<file path="src/hdl/be3_pkg.sv">
package be3_pkg;

	// Pixel and register widths
	localparam int PIX_W        = 8;
	localparam int WIDTH_REG_W  = 11;
	localparam int HEIGHT_REG_W = 13;
	localparam int APB_DATA_W   = 32;
	localparam int APB_ADDR_W   = 3;

	// Line store geometry
	localparam int MAX_WIDTH = 1024;
	localparam int COL_W     = $clog2(MAX_WIDTH);
	// Row position runs up to height+1
	localparam int ROW_W     = HEIGHT_REG_W + 1;
	// Common width for comparing the width register against MAX_WIDTH
	localparam int EXT_W     = (WIDTH_REG_W > COL_W + 1) ? WIDTH_REG_W : COL_W + 1;

	// Line store word: upper row in the high half, lower row in the low half
	localparam int LS_W = 2 * PIX_W;

	// Output queue
	localparam int OFIFO_DEPTH = 4;
	localparam int OFIFO_PTR_W = $clog2(OFIFO_DEPTH);
	localparam int OFIFO_CNT_W = $clog2(OFIFO_DEPTH + 1);

	// Pixel codes
	localparam logic [PIX_W-1:0] PIX_WHITE = 8'd255;
	localparam logic [PIX_W-1:0] PIX_BLACK = 8'd0;

	// Register reset values
	localparam logic [WIDTH_REG_W-1:0]  WIDTH_RESET  = 11'd640;
	localparam logic [HEIGHT_REG_W-1:0] HEIGHT_RESET = 13'd480;

	// Register map, selected by paddr[2]
	typedef enum logic [0:0] {
		REG_IMAGE_WIDTH  = 1'b0,
		REG_IMAGE_HEIGHT = 1'b1
	} be3_reg_e;

	// Per-item control carried along the pipeline
	typedef struct packed {
		logic res_valid;
		logic use_top;
		logic use_bot;
		logic use_left;
		logic use_right;
		logic eor;
		logic eof;
	} be3_ctl_t;

	// One result transaction
	typedef struct packed {
		logic             eof;
		logic             eor;
		logic [PIX_W-1:0] pix;
	} be3_res_t;

	// Width register to last column index: 0 acts as 1, large values clamp
	function automatic logic [COL_W-1:0] eff_wm1(input logic [WIDTH_REG_W-1:0] w);
		logic [EXT_W-1:0] we;
		we = EXT_W'(w);
		if (we == '0)
			return '0;
		if (we > EXT_W'(MAX_WIDTH))
			return COL_W'(MAX_WIDTH - 1);
		return COL_W'(we - EXT_W'(1));
	endfunction

	// Height register to last row index: 0 acts as 1
	function automatic logic [HEIGHT_REG_W-1:0] eff_hm1(input logic [HEIGHT_REG_W-1:0] h);
		if (h == '0)
			return '0;
		return h - HEIGHT_REG_W'(1);
	endfunction

endpackage

</file>
<file path="src/hdl/be3_ofifo.sv">
module be3_ofifo
	import be3_pkg::*;
(
	input  logic                   clk,
	input  logic                   arst_n,
	input  logic                   push,
	input  be3_res_t               push_data,
	input  logic                   pop_ready,
	output logic                   pop_valid,
	output be3_res_t               pop_data,
	output logic [OFIFO_CNT_W-1:0] count
);

	be3_res_t               mem_q [OFIFO_DEPTH];
	logic [OFIFO_PTR_W-1:0] wr_ptr_q;
	logic [OFIFO_PTR_W-1:0] rd_ptr_q;
	logic [OFIFO_CNT_W-1:0] count_q;
	logic                   pop;

	assign pop_valid = (count_q != '0);
	assign pop_data  = mem_q[rd_ptr_q];
	assign pop       = pop_valid & pop_ready;
	assign count     = count_q;

	// Store pushed results
	always_ff @(posedge clk) begin
		if (push)
			mem_q[wr_ptr_q] <= push_data;
	end

	// Advance pointers and occupancy
	always_ff @(posedge clk or negedge arst_n) begin
		if (!arst_n) begin
			wr_ptr_q <= '0;
			rd_ptr_q <= '0;
			count_q  <= '0;
		end else begin
			if (push)
				wr_ptr_q <= wr_ptr_q + OFIFO_PTR_W'(1);
			if (pop)
				rd_ptr_q <= rd_ptr_q + OFIFO_PTR_W'(1);
			unique case ({push, pop})
				2'b10:   count_q <= count_q + OFIFO_CNT_W'(1);
				2'b01:   count_q <= count_q - OFIFO_CNT_W'(1);
				default: count_q <= count_q;
			endcase
		end
	end

endmodule

</file>
<file path="config.mk">
export PLATFORM = sky130hd
export DESIGN_NAME = be3_ofifo
export DESIGN_NICKNAME = d
export VERILOG_FILES = /design/src/hdl/be3_pkg.sv /design/src/hdl/be3_ofifo.sv
export SDC_FILE = /design/constraint.sdc
export NUM_CORES = 1
export LEC_CHECK = 0
export ABC_CLOCK_PERIOD_IN_PS = 2000
export BUFFER_PORTS_ARGS = -buffer_cell sky130_fd_sc_hd__buf_2
export CAP_MARGIN = 20
export CORE_MARGIN = 2
export CORE_UTILIZATION = 55
export DETAILED_ROUTE_END_ITERATION = 10
export PLACE_DENSITY = 0.84
export SYNTH_ARGS = -nofsm -noshare
export SYNTH_HDL_FRONTEND = slang
export SYNTH_SLANG_ARGS = --single-unit
</file>
<file path="constraint.sdc">
create_clock -name clk -period 2 [get_ports clk]
set_input_delay 0.2 -clock clk [delete_from_list [all_inputs] [get_ports clk]]
set_output_delay 0.2 -clock clk [all_outputs]
set_load 0.03 [all_outputs]
</file>
# == After elaboration in Yosys (flattened, before gate mapping) ==
# Memory sizes are Yosys's and may differ from the RTL's.
# Index checks and enable logic that the tools add are counted.
# word_totals
latch_bits,0
reg_bits,7
output_inout_bits,14
rom_bits,0
n_memories,1
ram_bits,40
elab_cells,16
# op_classes
mul,0
mux,3
bitwise,1
n_div,0
add_sub_neg,4
magnitude_cmp,0
n_shift,0
reduce_logical,2
n_eq_ne,2
# memory_table
name,depth,word_bits,read_ports,rd_clocked_by_memory_dff,wr,line_no,text
mem_q,4,10,1,0,1,be3_ofifo.sv:14,be3_res_t mem_q [OFIFO_DEPTH];
# ops
operator,count
3-bit one-hot mux with 2 select lines,1
"2-bit by 1-bit adder with 2-bit output, second input constant",2
"3-bit by 1-bit adder with 3-bit output, second input constant",1
3-bit nonzero test,1
"3-bit by 1-bit subtractor with 3-bit output, second input constant",1
"2-bit by 1-bit == test with 1-bit output, second input constant",1
"2-bit == test, second input constant",1
1-bit two-way mux,2
2-bit nonzero test,1
1-bit bitwise AND,1

# == Depth between registers and ports, before layout ==
# logic_depth
ltp_word,4
mapped_depth,7

# == Worst setup path before layout ==
# Ideal clock, no wire load.
# synth_timing
kind,flip-flop to flip-flop
startpoint,"register count_q[0], in the netlist count[0]"
endpoint,"register count_q[2], in the netlist count[2]"
slack_ns,0.157
synth_period_minus_slack_ns,1.843
stages_incl_launch_ff,8
setup_time_ns,0.080
arrival_ns,1.762
required_ns,1.920
cell_sequence,dfrtp_1 > o31a_1 > ha_1 > inv_1 > fa_1 > xor2_1 > nor2_1 > xor2_1
# synth_via
elab_chain_len,4
# synth_lines
item,line_no,text
from (decl),be3_ofifo.sv:17,logic [OFIFO_CNT_W-1:0] count_q;
from (signal assigned),be3_ofifo.sv:43,2'b10: count_q <= count_q + OFIFO_CNT_W'(1);
from (signal assigned),be3_ofifo.sv:44,2'b01: count_q <= count_q - OFIFO_CNT_W'(1);
from (signal assigned),be3_ofifo.sv:45,default: count_q <= count_q;
3-bit nonzero test (*),be3_ofifo.sv:20,assign pop_valid = (count_q != '0);
1-bit bitwise AND (*),be3_ofifo.sv:22,assign pop = pop_valid & pop_ready;
named net pop,be3_ofifo.sv:18,logic pop;
2-bit by 1-bit == test with 1-bit output / 2-bit == test (equally long branches),be3_ofifo.sv:42,"unique case ({push, pop})"
3-bit one-hot mux with 2 select lines / 2-bit nonzero test (equally long branches),n/a,
# The timed path passes the listed nets; every way through them passes the cells marked *.
# A chain may end at the register's enable or synchronous reset.

# == Worst setup path in the final report ==
# Same ends and word-level chain as after synthesis.

==> results.md <==
- I/O pin total: 28
- Routed len/inst: 16.8 um
- Nets: 143
- Die W: 62.0 um
- Num CTS Buffers: 5
- # diodes: 0
- P&R area growth vs syn: 15.3%
- Pwr Density: 1500 mW/mm^2
- Clock latency on the worst-skew pair: 0.35 ns
- Post-Syn Instances: 88
- Total grt overflow: 0
- Fin Setup TNS: 0 ns
- Largest net degree at the start of global routing: 16
- Final hold viol count: 0
- Mapped cell area: 0.00185 mm^2
- Routed vias/inst: 5.28
- Fillers: 216
- Post-synthesis sequential area ratio: 0.744
- Hold WC Path Type: input port to flop
- Clock skew: 0.00942 ns
- Final Cycle Share: 0.932
- Slew Limit Headroom: 0.639
- Max IR drop VDD: 0.000827 V
- Residual DRC: 0
- Gpl congestion: 0.676
- Warnings from Yosys: 0
- Tot Pwr: 3.21 mW
- Starting Density: 0.563
- Dpl hpwl: 1990 um
- Antenna viol nets, final: 0
- LEAKAGE: 0.810 nW
- Commonest non-fill, non-tap cells in the layout: 40 x edfxtp_1, 27 x buf_2, 8 x mux4_2
- Clock sinks: 47
- Tot GR Track Use: 0.171
- Vias in the first global route: 936
- WP data arrival: 2.16 ns
- H-Tree Depth: 2
- Crit start category: flop
- CTS tree: built
- Via Count: 898
- Critical Path Fanout Max: 5
- Crit. End Element: flop
- Clk buf depth: 2
- I/O Buffers: 27
- Synth Register Bits: 47
- Slew @ Worst Pin: 0.541 ns
- Iteration-0 DRC Markers: 65
- Clock transition at the registers of the reported paths: 0.13 ns
- Max Slew Vio Count: 0
- Initial antenna violation count: 0
- Final setup fails: 0
- WP data required: 2.29 ns
- Status: finished, final reports clean
- FP Rows: 21
- Die ar.: 0.00384 mm^2
- Maxcap violations: 0
- Fin crit period: 1.86 ns
- Floorplan core area: 0.00328 mm^2
- Layout cell share with drive strength beyond 1: 0.363
- Die height: 62.0 um
- Avg Inst Size Synth: 21.0 um^2
- Syn_nets: 108
- Global-route wire length before repair: 4270 um
- RSZ-0062 raised after global routing: false
- Final WL: 2860 um
- Root Driver: clkbuf_4
- Drt pass-1 iters: 4
- F_max: 536 MHz
- Post-synth cell types: 18
- Most common cell after layout, fill and taps aside: edfxtp_1
- WS Path Type: flop to flop
[worst max-delay path, stage by stage, from the launching register on]
cell and delay (ns):
dfrtp_1 0.46, o31a_1 0.25, ha_1 0.21, inv_1 0.06, fa_1 0.39, xor2_1 0.16
nor2_1 0.12, xor2_1 0.15
[Yosys cell counts]
master | n | share of area
nand2_1 | 2 | 0.0041
edfxtp_1 | 40 | 0.65
fa_1 | 1 | 0.011
xnor2_1 | 2 | 0.0095
o31a_1 | 1 | 0.0047
dfrtp_1 | 7 | 0.095
buf_6 | 1 | 0.0061
o21ai_0 | 1 | 0.0027
mux4_2 | 8 | 0.097
ha_1 | 5 | 0.034
nor2_1 | 1 | 0.0020
and2_1 | 4 | 0.014
or3_1 | 1 | 0.0034
mux4_1 | 2 | 0.028
xor2_1 | 4 | 0.019
inv_1 | 6 | 0.012
mux2i_1 | 1 | 0.0054
buf_2 | 1 | 0.0027
[layout make-up]
class	count	area, um^2	area share
tap	46	57.6	0.0270
clock inverter	3	43.8	0.0205
timing repair buffer	30	160	0.0751
inverter	6	22.5	0.0106
multi-input combinational	33	434	0.204
clock buffer	5	37.5	0.0176
sequential	47	1380	0.646
[cells by family (layout without fill, tap and decap cells)]
| family | after synthesis | count (layout) | share of synthesized area |
|---|---|---|---|
| compound gates | 2 | 2 | 0.00744 |
| xor+xnor | 6 | 6 | 0.0284 |
| fa+ha+maj | 6 | 6 | 0.0447 |
| buf+inv | 8 | 44 | 0.0210 |
| flops | 47 | 47 | 0.744 |
| mux | 11 | 11 | 0.131 |
| simple gates | 8 | 8 | 0.0230 |
[through the flow]
stage | hold slack, ns | std cells | area (um^2) | utilization | setup WS [ns]
3_3_place_gp | 0.0400 | 161 | 2040 | 0.621 | 0.329
6_report | 0.0478 | 170 | 2130 | 0.649 | 0.136
3_5_place_dp | 0.0468 | 161 | 2040 | 0.621 | 0.150
4_1_cts | 0.0345 | 170 | 2130 | 0.649 | 0.116
2_1_floorplan | -0.0956 | 88 | 1850 | - | 0.157
5_1_grt | 0.0386 | 170 | 2130 | 0.649 | 0.00883
[report_power, final]
group	internal [mW]	total [mW]	switching, mW
registers	1.31	1.45	0.140
logic	0.470	1.21	0.736
clock network	0.263	0.556	0.293
total	2.04	3.21	1.17
[routing by layer]
metal / track usage / routed length [um] / vias to the layer above
li1: - / - / 412
met1: 0.184 / 1080 / 449
met2: 0.293 / 1590 / 32
met3: 0.0455 / 139 / 5
met4: 0.116 / 45 / 0
met5: 0 / 0 / -
[state kept, by name, summed over array words and instances (netlist names)]
name and count:
wr_ptr_q 2, count 3, rd_ptr_q 2, mem_q 40
[path summary, 6_finish.rpt]
path                                          from                       to  slack [ns]  cells past startpoint
hold / removal                        push_data[4]    mem_q[2][4]$_DFFE_PP_        0.05                      1
setup reg to reg              count[0]$_DFFE_PN0P_     count[2]$_DFFE_PN0P_        0.14                      7
min in group asynchronous                   arst_n     count[2]$_DFFE_PN0P_        0.19                      2
max in group asynchronous                   arst_n  rd_ptr_q[0]$_DFFE_PN0P_        1.65                      2
setup / recovery              count[0]$_DFFE_PN0P_     count[2]$_DFFE_PN0P_        0.14                      7
hold reg to reg            wr_ptr_q[0]$_DFFE_PN0P_  wr_ptr_q[0]$_DFFE_PN0P_        0.54                      1
[timing repair]
| item | in CTS | in global routing |
|---|---|---|
| resized for setup | 0 | 0 |
| buffers inserted | 0 | 0 |
| hold buffers | 1 | 0 |
| setup endpoints to repair | 0 | 0 |
| endpoints found under the hold margin | 7 | 0 |
Note: power is estimated with default switching activity, not from simulation.
