File: config.mk
export PLATFORM = sky130hd
export DESIGN_NAME = be3_cell
export DESIGN_NICKNAME = d
export VERILOG_FILES = /design/src/hdl/be3_pkg.sv /design/src/hdl/be3_cell.sv
export SDC_FILE = /design/constraint.sdc
export NUM_CORES = 1
export LEC_CHECK = 0
export BUFFER_PORTS_ARGS = -buffer_cell sky130_fd_sc_hd__buf_2
export CORE_MARGIN = 4
export CORE_UTILIZATION = 25
export DETAILED_ROUTE_END_ITERATION = 6
export GPL_ROUTABILITY_DRIVEN = 0
export HOLD_SLACK_MARGIN = 0.15
export PLACE_DENSITY = 0.49
export SYNTH_ARGS = -nofsm -noshare
export SYNTH_HDL_FRONTEND = slang
export SYNTH_SLANG_ARGS = --single-unit
File: constraint.sdc
create_clock -name clk -period 0.9 [get_ports clk]
set_input_delay 0.09 -clock clk [delete_from_list [all_inputs] [get_ports clk]]
set_output_delay 0.09 -clock clk [all_outputs]
set_load 0.1 [all_outputs]
File: src/hdl/be3_pkg.sv
package be3_pkg;

	// Pixel and register widths
	localparam int PIX_W        = 8;
	localparam int WIDTH_REG_W  = 11;
	localparam int HEIGHT_REG_W = 13;
	localparam int APB_DATA_W   = 32;
	localparam int APB_ADDR_W   = 3;

	// Line store geometry
	localparam int MAX_WIDTH = 1024;
	localparam int COL_W     = $clog2(MAX_WIDTH);
	// Row position runs up to height+1
	localparam int ROW_W     = HEIGHT_REG_W + 1;
	// Common width for comparing the width register against MAX_WIDTH
	localparam int EXT_W     = (WIDTH_REG_W > COL_W + 1) ? WIDTH_REG_W : COL_W + 1;

	// Line store word: upper row in the high half, lower row in the low half
	localparam int LS_W = 2 * PIX_W;

	// Output queue
	localparam int OFIFO_DEPTH = 4;
	localparam int OFIFO_PTR_W = $clog2(OFIFO_DEPTH);
	localparam int OFIFO_CNT_W = $clog2(OFIFO_DEPTH + 1);

	// Pixel codes
	localparam logic [PIX_W-1:0] PIX_WHITE = 8'd255;
	localparam logic [PIX_W-1:0] PIX_BLACK = 8'd0;

	// Register reset values
	localparam logic [WIDTH_REG_W-1:0]  WIDTH_RESET  = 11'd640;
	localparam logic [HEIGHT_REG_W-1:0] HEIGHT_RESET = 13'd480;

	// Register map, selected by paddr[2]
	typedef enum logic [0:0] {
		REG_IMAGE_WIDTH  = 1'b0,
		REG_IMAGE_HEIGHT = 1'b1
	} be3_reg_e;

	// Per-item control carried along the pipeline
	typedef struct packed {
		logic res_valid;
		logic use_top;
		logic use_bot;
		logic use_left;
		logic use_right;
		logic eor;
		logic eof;
	} be3_ctl_t;

	// One result transaction
	typedef struct packed {
		logic             eof;
		logic             eor;
		logic [PIX_W-1:0] pix;
	} be3_res_t;

	// Width register to last column index: 0 acts as 1, large values clamp
	function automatic logic [COL_W-1:0] eff_wm1(input logic [WIDTH_REG_W-1:0] w);
		logic [EXT_W-1:0] we;
		we = EXT_W'(w);
		if (we == '0)
			return '0;
		if (we > EXT_W'(MAX_WIDTH))
			return COL_W'(MAX_WIDTH - 1);
		return COL_W'(we - EXT_W'(1));
	endfunction

	// Height register to last row index: 0 acts as 1
	function automatic logic [HEIGHT_REG_W-1:0] eff_hm1(input logic [HEIGHT_REG_W-1:0] h);
		if (h == '0)
			return '0;
		return h - HEIGHT_REG_W'(1);
	endfunction

endpackage

File: src/hdl/be3_cell.sv
module be3_cell
	import be3_pkg::*;
(
	input  logic             clk,
	input  logic             arst_n,
	input  logic             shift_en,
	input  logic [PIX_W-1:0] pix_in,
	output logic [PIX_W-1:0] pix_q,
	output logic             white_q,
	output logic             zero_q
);

	// Load the neighbor's pixel and classify it on the way in
	always_ff @(posedge clk or negedge arst_n) begin
		if (!arst_n) begin
			pix_q   <= PIX_BLACK;
			white_q <= 1'b0;
			zero_q  <= 1'b1;
		end else if (shift_en) begin
			pix_q   <= pix_in;
			white_q <= (pix_in == PIX_WHITE);
			zero_q  <= (pix_in == PIX_BLACK);
		end
	end

endmodule

-- Word-level counts from Yosys, hierarchy flattened
Cells that the tools add are included.
- flip-flop bits (word level): 10
- output and inout port bits: 10
- equal/unequal tests: 1
- reductions and logical operators: 1
- operators with widths (operator ; number):
    8-bit == test, second input constant ; 1
    8-bit logical NOT ; 1

-- Longest topological paths before layout
Gate-level depths: netlist of the first run.
- word-level depth: 1
- mapped depth: 3
- depth with buffers taken out: 2

-- Worst setup path after synthesis of the first run
OpenSTA, ideal clock, no wires.
- path kind: register to register
- start point: reg pix_q[0] (netlist name)
- end point: reg pix_q[0]
- setup time: 125 ps
- data arrival time: 1130 ps
- required time: 775 ps
- setup slack: -356 ps
- cell stages (with the launch flop): 2
- path buffers: 0
- period minus slack after synthesis: 1256 ps
- cells stage by stage: dfrtp_1 mux2_2
- RTL lines (element ; line ; source):
    end signal: assignment ; be3_cell.sv:20 ; pix_q <= pix_in;
    end: declaration ; be3_cell.sv:8 ; output logic [PIX_W-1:0] pix_q,

-- Final worst setup path of the first run
- start point: reg zero_q
- end point: out zero_q
- RTL lines (element ; line ; source):
    start: declaration ; be3_cell.sv:10 ; output logic zero_q
    start signal: assignment ; be3_cell.sv:22 ; zero_q <= (pix_in == PIX_BLACK);
No word-level cell between the ends.

==> impl_results.md, run 1 <==
- Drt wl/cell: 12.5 um
- Syn_area_per_cell: ~14 um2
- Hold Vio Cnt, Final: 0
- Vias per cell: around 4.4
- Post-layout util: ~54%
- Met2 global-route usage: between 10% and 20%
- Hold crit path type: input pin to register
- GR met3 Demand/Resource: under 10%
- GRT Total Usage: around a tenth
- Max cap viols: 0
- Total Power: around 1.5 mW
- Clk Latency, worst-skew pair: 0.25 ns
- Clk buf depth: 2
- Layout area overhead: 100%
- Final hold slack: approximately 0.14 ns
- Slew @ Worst Pin: roughly 0.27 ns
- Violated checks: setup timing
- CP endpoint kind: output pin
- Mapped Cells: 30
- Synth warnings: 0
- Largest stage delay on the critical path: approximately 0.63 ns
- Mapped Nets: 41
- Crit path cell chain: buf_12
- Initial Util: 27.2%
- Max Clk Rate: roughly 870 MHz
- Compound-cell area share of the yosys netlist: about 7.4%
- Yosys cell types: 14
- Multi-input logic area: 150 um2
- Setup CP Type: register to output pin
- Layout filler cell count: 123
- Total Neg Setup Slack: -1.21 ns
- Clk slew on worst S/H paths: approximately 0.07 ns
- Largest net degree at the start of global routing: 13
- ANT cells: 0
- Post-detailed-placement cell area: 721 um2
- Share of cells above drive strength 1: 71.0%
- Die Width: 49.2 um
- Post-Synth Adder-Cell Area: 0%
- DP Wirelength: approximately 730 um
- First-pass GRT wire length: around 1800 um
- GRT Residual Overflow: 0
- Nets: 74
- Pre-CTS setup slack: around 0.032 ns
- Drt first pass iters: 2
- Worst path top cell family by delay: flip-flops
- Clk sinks: 10
- Vias after detailed routing: about 350
- Worst Slack Setup Final: -0.252 ns
- Setup Skew: 0 ns
- Total CTS buffers: 3
- Vias in the first global route: 384
- Status: finished with violations
- Most Used Layer, Global Route: met2
- Slew Limit Headroom: about four fifths
- Leakage Power: between 0.3 and 0.4 nW
- PD cells: 1760 nW/um2
- Slowest cell on crit path: dfstp_4
- Count of buffers from port buffering: 20
- H-tree Lvls: 1
- Grt met1 use: 12.3%
- Mux contribution to synthesized area: between 10% and 20%
- Placed insts: between 60 and 70
- Flop-to-flop setup slack: around 0.030 ns
- Largest family of logic cells by synthesized area: multiplexers
- Drt drc: 0
- Final Max Slew Viols: 0
- Die Area: roughly 2400 um2
- RSZ-0062 raised after global routing: true
- I/O Pins: 21
- Seq/Total Area, Yosys: approximately 59%
- Row Count: 14
- IR drop worst, VDD: ~0.0010 V
- Antenna violations before repair: 0
- Mapped cell area: roughly 420 um2
- Post-synthesis simple-gate area fraction: 9.44%
- Core footprint: 1560 um2
- Synth Area in XOR/XNOR: 0%
- Finish-stage setup viols: 10
- Bufs and invs on worst path: 1
- Minimum clock period: ~1.2 ns
- Crit path max fanout: 2
- Clock Tree Root: clkbuf_4
- Crit path DAT: between 1 and 1.5 ns
- Initial DRC Count: 3
- CP startpoint kind: register
- Final WL: 977 um
- Final instance area: 850 um2
- Synth Register Bits: 10
- Required time worst endpoint: roughly 0.81 ns
- CTS tree: yes
- Sequential Area: just under 300 um2
- Tcrit/Tclk final: 128%
- Post-DRT Antenna Nets: 0
- Die H: between 40 and 50 um
- Non-Filler Instances: 78
## synth_stat cells
master,number,area [um2]
dfstp_2,1,26.3
nor3_1,1,5.00
dfrtp_1,9,225
o21ai_0,1,5.00
nand2_4,1,11.3
a32o_1,1,10.0
mux2_2,7,78.8
nand3_1,1,5.00
inv_1,3,11.3
nand4_1,1,6.26
nor4_1,1,6.26
nor2b_1,1,6.26
o32ai_2,1,16.3
buf_6,1,11.3
## cell families after synthesis
family	Yosys count
flops	10
mux	7
simple gates	6
buf+inv	4
compound gates	3
## registers in the layout (all words and copies together), names as in the netlist
signal,count
white_q,1
pix_q,8
zero_q,1
## layer usage
layer / up-vias / part of all wire [%]
li1: 172 / -
met1: 166 / 44
met2: 8 / 51
met3: 0 / 4.6
met4: 0 / 0
met5: - / 0
## repair_timing
action / in CTS / in global routing
setup buffers: 0 / 1
endpoints found under the hold margin: 19 / 4
pin swaps: 0 / 1
resized for setup: 0 / 1
cloned: 0 / 0
hold buffers: 9 / 4
setup endpoints to repair: 10 / 11
## area by class of cell
cell class / count / area share [%]
multi-input cells: 16 / 17.7
well taps: 16 / 2.36
repair buffers: 29 / 40.4
inverters: 3 / 1.33
flip-flops and latches: 10 / 34.0
clock buffers: 4 / 4.27
## final timing paths
kind / cells after the start / end / from
min in group asynchronous: 2 / white_q / arst_n
max in group asynchronous: 2 / zero_q / arst_n
max: 1 / zero_q / zero_q
max reg2reg: 1 / pix_q[3] / pix_q[3]
min: 3 / white_q / pix_in[1]
min reg2reg: 1 / pix_q[1] / pix_q[1]
## power by group
group          switching [mW]  total, mW  internal [mW]
Clock                   0.148      0.393          0.245
Sequential             0.0376      0.546          0.509
Combinational           0.338      0.552          0.214
## placed cells by master, fill, tap and decap left out
cell type      netlist  final
nor2b_1              1      1
a32o_1               1      1
o21ai_0              1      1
nand4_1              1      1
nor3_1               1      1
inv_1                3      2
buf_2                0      9
dfstp_4              0      1
o32ai_2              1      1
clkbuf_8             0      1
nand3_1              1      1
clkbuf_4             0      3
nand2_4              1      1
buf_12               0     10
nor4_1               1      1
buf_4                0      1
inv_2                0      1
dfrtp_4              0      9
dlygate4sd3_1        0      9
mux2_2               7      7
Power figures use the tool's default switching activity.
==> inputs of run 2 (changes only) <==
Settings changed: CORE_ASPECT_RATIO set to 0.9.
==> impl_results.md, run 2 (synthesis results as in run 1) <==
- Vias per cell: ~4
- Switching power total: approximately 0.53 mW
- Max FFs per register: 8
- First-pass GRT wire length: 1680 um
- Die Width: between 50 and 60 um
- Finish-stage setup viols: 13
- Pre-CTS setup slack: ~0.032 ns
- Largest net degree at the start of global routing: 13
- Drt wl/cell: ~12 um
- Clock Tree Root: clkbuf_4
- Share of cells above drive strength 1: between 70% and 80%
- Setup CP Type: register to output pin
- CP startpoint kind: register
- Post-layout util: approximately 57%
- DP Wirelength: between 700 and 800 um
- Max cap viols: 0
- Part of the power in combinational logic: between 30% and 40%
- Largest stage delay on the critical path: approximately 0.63 ns
- PD cells: ~1700 nW/um2
- Worst Slack Setup Final: -0.249 ns
- Post-CTS setup buffer count: 0
- Crit path DAT: 1.06 ns
- Core footprint: roughly 1500 um2
- GRT Residual Overflow: 0
- Clk slew on worst S/H paths: ~0.060 ns
- Top flop regs: pix_q: 8 flops, white_q: 1 flops, zero_q: 1 flops
- Crit path cell chain: buf_12
- I/O Pins: 21
- Max Clk Rate: between 800 and 900 MHz
- Clock share of power: 26.2%
- Internal: around 0.97 mW
- Most common cell after layout, fill and taps aside: buf_12
- Worst path top cell family by delay: flip-flops
- Die Area: 2420 um2
- Most frequent cells in the layout: 10 x buf_12, 9 x dlygate4sd3_1, 9 x buf_2, 9 x dfrtp_4, 7 x mux2_2
- Vias in the first global route: between 300 and 400
- Bufs and invs on worst path: 1
- Count of buffers from port buffering: 20
- Die H: around 47 um
- Clk sinks: 10
- Net Sw Frac: around a third
- Hold Vio Cnt, Final: 0
- Reg power frac: 36.5%
- Biggest register: pix_q
- Minimum clock period: approximately 1.1 ns
- Clk buf depth: 2
- RSZ-0062 raised after global routing: true
- GRT Total Usage: about 9.8%
- Tcrit/Tclk final: 128%
- CTS tree: yes
- Slowest cell on crit path: dfstp_4
- Post-DRT Antenna Nets: 0
- Setup Skew: 0 ns
- Nets: 74
- Total CTS buffers: 3
- Required time worst endpoint: 0.81 ns
- Drt drc: 0
- Vias after detailed routing: between 300 and 400
- Status: finished with violations
- H-tree Lvls: 1
- Hold crit path type: input pin to register
- Layout area overhead: 105%
- Slew Limit Headroom: 81.8%
- Violated checks: setup timing
- Final WL: a little over 1000 um
- CP endpoint kind: output pin
- Slew @ Worst Pin: about 0.27 ns
- Final Max Slew Viols: 0
- Antenna violations before repair: 0
- Row Count: 13
- Crit path max fanout: 2
- ANT cells: 0
- Drt first pass iters: 2
- Clk Latency, worst-skew pair: roughly 0.26 ns
- IR drop worst, VDD: a little over 0.001 V
- Initial DRC Count: 1
- Initial Util: 27.7%
- Leakage Power: roughly 0.36 nW
==> run 2: cell counts in the layout (fill, tap and decap cells not counted) <==
No cell type changed its count.
==> run 2: power groups by stage <==
| stage | combinational, mW | sequential [mW] | clock [mW] |
|---|---|---|---|
| after floorplan | 0.0565 | 0.807 | 0 |
| after global placement | 0.526 | 0.556 | 0 |
| after detailed placement | 0.528 | 0.557 | 0 |
| after CTS | 0.558 | 0.548 | 0.409 |
| after global routing | 0.578 | 0.552 | 0.432 |
| final | 0.561 | 0.547 | 0.392 |
==> run 2: worst paths after layout <==
path                            startpoint        to  slack [ns]  depth (start not counted)
worst max-delay path                zero_q    zero_q       -0.25                          1
worst min-delay path             pix_in[4]   white_q        0.15                          3
worst max register to register    pix_q[7]  pix_q[7]        0.03                          1
worst min register to register    pix_q[0]  pix_q[0]        0.59                          1
max in group asynchronous           arst_n    zero_q        0.42                          2
min in group asynchronous           arst_n  pix_q[0]        0.23                          2
==> run 2: timing repair <==
item                       4_1_cts  5_1_grt
hold buffers                     9        2
hold endpoints to repair        19        3
pin swaps                        0        1
setup endpoints to repair       10       12
gates resized for setup          0        3
==> run 2: layout make-up <==
cell class / count / area [um2]
Clock buffer: 4 / 36.3
Fill cell: 145 / 661
Inverter: 3 / 11.3
Multi-Input combinational cell: 16 / 158
Sequential cell: 10 / 289
Tap cell: 22 / 27.5
Timing Repair Buffer: 29 / 347
==> run 2: per-layer routing <==
metal	share of wire (%)	vias up	track usage (%)
met4	0	0	1.57
met2	52	9	19.0
li1	-	171	-
met3	5.2	0	5.08
met1	43	166	9.63
met5	0	-	0
==> run 2: through the flow <==
stage	cells	power (mW)	instance area, um2	hold WS, ns	setup TNS [ns]
2_1_floorplan	30	0.863	462	-0.206	-0.933
3_3_place_gp	71	1.08	728	-0.0313	0
3_5_place_dp	71	1.09	728	-0.0385	0
4_1_cts	84	1.52	855	0.151	-1.35
5_1_grt	84	1.56	868	0.142	-1.63
6_report	84	1.50	868	0.146	-1.29
